`config.mk`:
```
export PLATFORM = sky130hd
export DESIGN_NAME = ccr_ram
export DESIGN_NICKNAME = d
export VERILOG_FILES = /design/src/hw/rtl/ccr_ram.sv
export SDC_FILE = /design/constraint.sdc
export NUM_CORES = 1
export LEC_CHECK = 0
export BUFFER_PORTS_ARGS = -buffer_cell sky130_fd_sc_hd__buf_2
export CAP_MARGIN = 20
export CORE_UTILIZATION = 62
export CTS_BUF_LIST = sky130_fd_sc_hd__clkbuf_16
export DETAILED_ROUTE_END_ITERATION = 12
export GPL_TIMING_DRIVEN = 0
export PLACE_DENSITY = 0.79
export SLEW_MARGIN = 15
export SYNTH_ARGS = -nofsm -noshare
export SYNTH_HDL_FRONTEND = slang
export SYNTH_SLANG_ARGS = --single-unit
```
`constraint.sdc`:
```
create_clock -name clk -period 7.6 [get_ports clk]
set_input_delay 0.76 -clock clk [delete_from_list [all_inputs] [get_ports clk]]
set_output_delay 0.76 -clock clk [all_outputs]
set_load 0.01 [all_outputs]
```
`src/hw/rtl/ccr_ram.sv`:
```
`timescale 1ns / 1ps

module ccr_ram #(
	parameter int WIDTH = 32,
	parameter int DEPTH = 24,
	localparam int AW = (DEPTH > 1) ? $clog2(DEPTH) : 1
) (
	input  logic             clk,
	input  logic             we,
	input  logic [AW-1:0]    waddr,
	input  logic [WIDTH-1:0] wdata,
	input  logic             re,
	input  logic [AW-1:0]    raddr,
	output logic [WIDTH-1:0] rdata
);

	logic [WIDTH-1:0] mem [DEPTH];

	always_ff @(posedge clk) begin
		if (we) begin
			mem[waddr] <= wdata;
		end
		if (re) begin
			rdata <= mem[raddr];
		end
	end

endmodule

```
# Word-level counts from Yosys, hierarchy flattened

Memory sizes are Yosys's and may differ from the RTL's. A register that Yosys moved wholly into a read port is not among the register bits.
Index checks and enable logic that the tools add are counted.

Bits in writable memories: 768
Input bits: 45
Word-level logic and storage cells: 3
Register bits after elaboration: 0
Memories kept: 1

Muxes and demuxes: 2

Memory list:

| name | words | bits a word | rd ports | clocked after memory_dff | write ports | RTL line | source |
|---|---|---|---|---|---|---|---|
| mem  | 24    | 32          | 1        | 1                        | 1           | 17       | `logic [WIDTH-1:0] mem [DEPTH];` |

Operators with widths:

| cell    | number |
|---|---|
| $mux W1 | 2 |

# Depth between registers and ports, before layout

Word-level depth: 2
Gate-level depth with buffers: 7
Mapped depth without buffers: 4

# Worst setup path after synthesis

Ideal clock, no wire load.

Kind: input to register
From: input waddr[1]
To: memory mem[20][0] (enable)
Buffers on the path: 1
Stages on the path: 3
Required time: 7.179 ns
Arrival time: 2.745 ns
Slack: 4.434 ns
Library setup time: 0.421 ns
Cell sequence: or3b_2 clkbuf_1 nor2_1

RTL lines:

| element         | RTL line | source |
|---|---|---|
| start, declared | 10       | `input logic [AW-1:0] waddr,` |
| end, declared   | 17       |  |

No word-level cell before the write port.

==> metrics.txt <==
run status=complete, no violations; Tightest Hold Check Type=input port to flop; unrepaired setup endpoints after global routing=no; io pins=77; largest area contributor in the netlist=sky130_fd_sc_hd__edfxtp_1; fraction of final layout cells sized beyond drive strength 1=0.208; TritonCTS Sinks=800; final-stage net count=1765; cell with the biggest individual delay on the critical path=sky130_fd_sc_hd__buf_1; number of global-route vias before repair=16200; TritonCTS clock tree=yes; cell types occupying the most area after synthesis=sky130_fd_sc_hd__edfxtp_1 78%, sky130_fd_sc_hd__mux2i_1 7.6%, sky130_fd_sc_hd__mux4_2 5.6%; Synth Flop Type=sky130_fd_sc_hd__edfxtp_1; Port-buffer cells=73; final worst path period share=0.386; number of pins with negative max-slew slack in the final report=0; quantity of hold-fixing buffers added after cts=0; total global routing overflow=0; number of antenna violations at the first check in global routing=0; worst hold slack across all endpoints=0.580 ns; launch point of the worst reg-to-reg path=mem[15][4]; EDFF count, synth=800; worst rel slew slack=0.250; via density per instance=6.48; flop-to-flop setup slack=5.69 ns; die width=224 um; post-CTS resize count=0; Initial Utilization=0.626; Layout Skew=0.0163 ns; register bit total from synthesis=800; clock-pin slew on the worst setup and hold paths=0.06 ns; number of DRC violations after detailed-routing iteration 0=2235; reported leakage power=11.8 nW; Final HPWL DP=44400 um; Std-Cell Rows=81; top cell family by delay on the critical path=buffers and inverters; CP max stage delay=0.71 ns; startpoint of the worst setup timing path=raddr[2]; antenna cells=0; top cell type's share of synthesized area=0.785; fmax=341 MHz; total track usage=0.285; Netlist Area Pre-Place=30600 um2; buffer depth of the longest clock path=3; final number of hold-violating endpoints=0; maximum level of the CTS H-tree=3; Syn Inst Count=1543; Synth cell types=24; sequential element share of the synthesized area=0.785; endpoint of the lowest-slack register-to-register path=rdata[4]; maximum number of pins on one net before global-route repair=33; Core Region=48800 um2; HP Start=wdata[30]; Setup Viol. Count Final=0; post-detailed-route DRC marker count=0; number of buffers created by CTS=78; most used cell, CP=sky130_fd_sc_hd__buf_2; net count of the mapped netlist=1588; worst voltage drop across the vdd grid=255 uV; wire length reported by the detailed router=70400 um; worst reg2reg path depth=3; Max Fanout on Critical Path=10; routability congestion estimate=0.785; relative area change from synthesis to final layout=14.2%; total number of yosys warnings=0; first drt pass iteration count=7; average wire length per cell after detail routing=28.8 um; final total negative setup slack=0 ns; number of vias in the routed layout=15800; power per unit of standard cell area=258 nW/um2; chain of cells forming the critical path=buf_2 > buf_2 > buf_1 > mux4_2 > o21ai_0 > nand3_1; root buffer cell=sky130_fd_sc_hd__clkbuf_16; antenna violation net count after detailed routing=0; ys async rst share=0; first-pass GRT wire length=102000 um; Crit path arrival time=3.24 ns; final critical path time including I/O delays and setup=2.94 ns; end point of the critical path=rdata[4]; number of setup buffers added after CTS=0; Worst EP required=7.90 ns; Worst path depth=6; Startpoint Class=input port; sort of element at the end of the critical path=flop; full die area=50300 um2; mean cell area of the mapped netlist=19.8 um2; source-to-sink clock delay at the later pin of the worst-skew pair=0.61 ns; transition time of the tightest slew-check pin=1.13 ns; Die Y=224 um; number of max-cap violations=0; crit path kind=input port to flop; Fillers=2839; buffers plus inverters on the worst setup path=3
worst register-to-register path, delay by kind of cell (launching register included):
family / cells / cell delay [ns]
DFF: 1 / 0.41
AOI/OAI and AO/OA: 1 / 0.49
muxes: 1 / 0.51
and+or+nand+nor: 1 / 0.22
registers in the layout, summed over array words and instances (netlist names):
| name | count |
|---|---|
| rdata | 32 |
| mem | 768 |
area by class of cell:
cell class                 count  area (um2)  area share
multi-input combinational    659        6310       0.180
clock buffer                  81        2030      0.0580
timing repair buffer          97         958      0.0274
clock inverter                57         340     0.00974
tap                          664         831      0.0238
buffer                        83         450      0.0129
sequential                   800       24000       0.688
inverter                       1        3.75    0.000107
through the flow:
| step | util | cell area (um2) | setup WS (ns) | std cells | power, W |
|---|---|---|---|---|---|
| finish | 0.715 | 34900 | 4.66 | 2442 | 0.00902 |
| global route | 0.715 | 34900 | 4.66 | 2442 | 0.00922 |
| CTS | 0.715 | 34900 | 4.68 | 2442 | 0.00903 |
| detailed placement | 0.667 | 32600 | 4.18 | 2304 | 0.00550 |
| global placement | 0.651 | 31800 | 2.65 | 2280 | 0.00546 |
| floorplan | - | 30600 | 4.43 | 1543 | 0.00529 |
placed cells by master, fill, tap and decap left out:
cell	netlist	final
sky130_fd_sc_hd__clkinv_4	0	1
sky130_fd_sc_hd__a221oi_1	12	12
sky130_fd_sc_hd__nand2b_1	1	1
sky130_fd_sc_hd__inv_1	0	16
sky130_fd_sc_hd__buf_12	0	9
sky130_fd_sc_hd__clkinvlp_4	0	1
sky130_fd_sc_hd__buf_2	18	91
sky130_fd_sc_hd__or3b_2	2	2
sky130_fd_sc_hd__mux2i_1	232	232
sky130_fd_sc_hd__inv_2	1	1
sky130_fd_sc_hd__clkinv_1	0	25
sky130_fd_sc_hd__nand3_1	53	53
sky130_fd_sc_hd__mux4_2	76	76
sky130_fd_sc_hd__a22oi_1	72	72
sky130_fd_sc_hd__clkbuf_1	37	37
sky130_fd_sc_hd__nand3b_1	4	4
sky130_fd_sc_hd__nand2_1	98	98
sky130_fd_sc_hd__edfxtp_1	800	800
sky130_fd_sc_hd__and2_1	1	1
sky130_fd_sc_hd__buf_6	9	9
sky130_fd_sc_hd__o21ai_0	12	12
sky130_fd_sc_hd__bufinv_16	0	4
sky130_fd_sc_hd__buf_4	13	13
sky130_fd_sc_hd__clkinv_2	0	10
sky130_fd_sc_hd__or3_1	1	1
sky130_fd_sc_hd__nor2_1	27	3
sky130_fd_sc_hd__buf_1	6	6
sky130_fd_sc_hd__nor2_2	1	1
sky130_fd_sc_hd__clkbuf_16	0	81
sky130_fd_sc_hd__buf_16	0	15
sky130_fd_sc_hd__nand4_1	32	32
sky130_fd_sc_hd__nor2b_1	3	3
sky130_fd_sc_hd__mux2_2	32	32
sky130_fd_sc_hd__nor2_4	0	24
metal layers:
layer	routed length, um	global-route usage	part of all wire
met5	0	0	0
met4	2610	0.117	0.037
met3	6030	0.0449	0.086
met2	34700	0.474	0.49
met1	27000	0.380	0.38
cell families after synthesis:
family,count (synthesis),synth area share
compound gates,96,0.0231
buf+inv,84,0.0148
flops,800,0.785
mux,340,0.144
simple gates,223,0.0335
how the worst min path moves through the flow:
stage	to	slack [ns]	cells past startpoint
finish	mem[10][30]	0.58	1
global route	mem[18][7]	0.59	1
CTS	mem[9][17]	0.55	1
detailed placement	rdata[14]	0.70	4
global placement	rdata[24]	0.67	4
floorplan	rdata[30]	0.64	4
power by group:
group / leakage, nW / switching [W] / internal, W
Clock: 1.22 / 0.00156 / 0.00205
Combinational: 3.30 / 0.000304 / 0.000162
Sequential: 7.24 / 0.0000155 / 0.00493
cells in the mapped netlist, types with 2 or more instances:
master	n
sky130_fd_sc_hd__a221oi_1	12
sky130_fd_sc_hd__edfxtp_1	800
sky130_fd_sc_hd__buf_6	9
sky130_fd_sc_hd__clkbuf_1	37
sky130_fd_sc_hd__nor2b_1	3
sky130_fd_sc_hd__buf_2	18
sky130_fd_sc_hd__buf_4	13
sky130_fd_sc_hd__buf_1	6
sky130_fd_sc_hd__mux2_2	32
sky130_fd_sc_hd__nand4_1	32
sky130_fd_sc_hd__mux4_2	76
sky130_fd_sc_hd__nor2_1	27
sky130_fd_sc_hd__mux2i_1	232
sky130_fd_sc_hd__o21ai_0	12
sky130_fd_sc_hd__or3b_2	2
sky130_fd_sc_hd__nand3_1	53
sky130_fd_sc_hd__a22oi_1	72
sky130_fd_sc_hd__nand3b_1	4
sky130_fd_sc_hd__nand2_1	98
No activity file was read; power rests on OpenSTA's default activity.
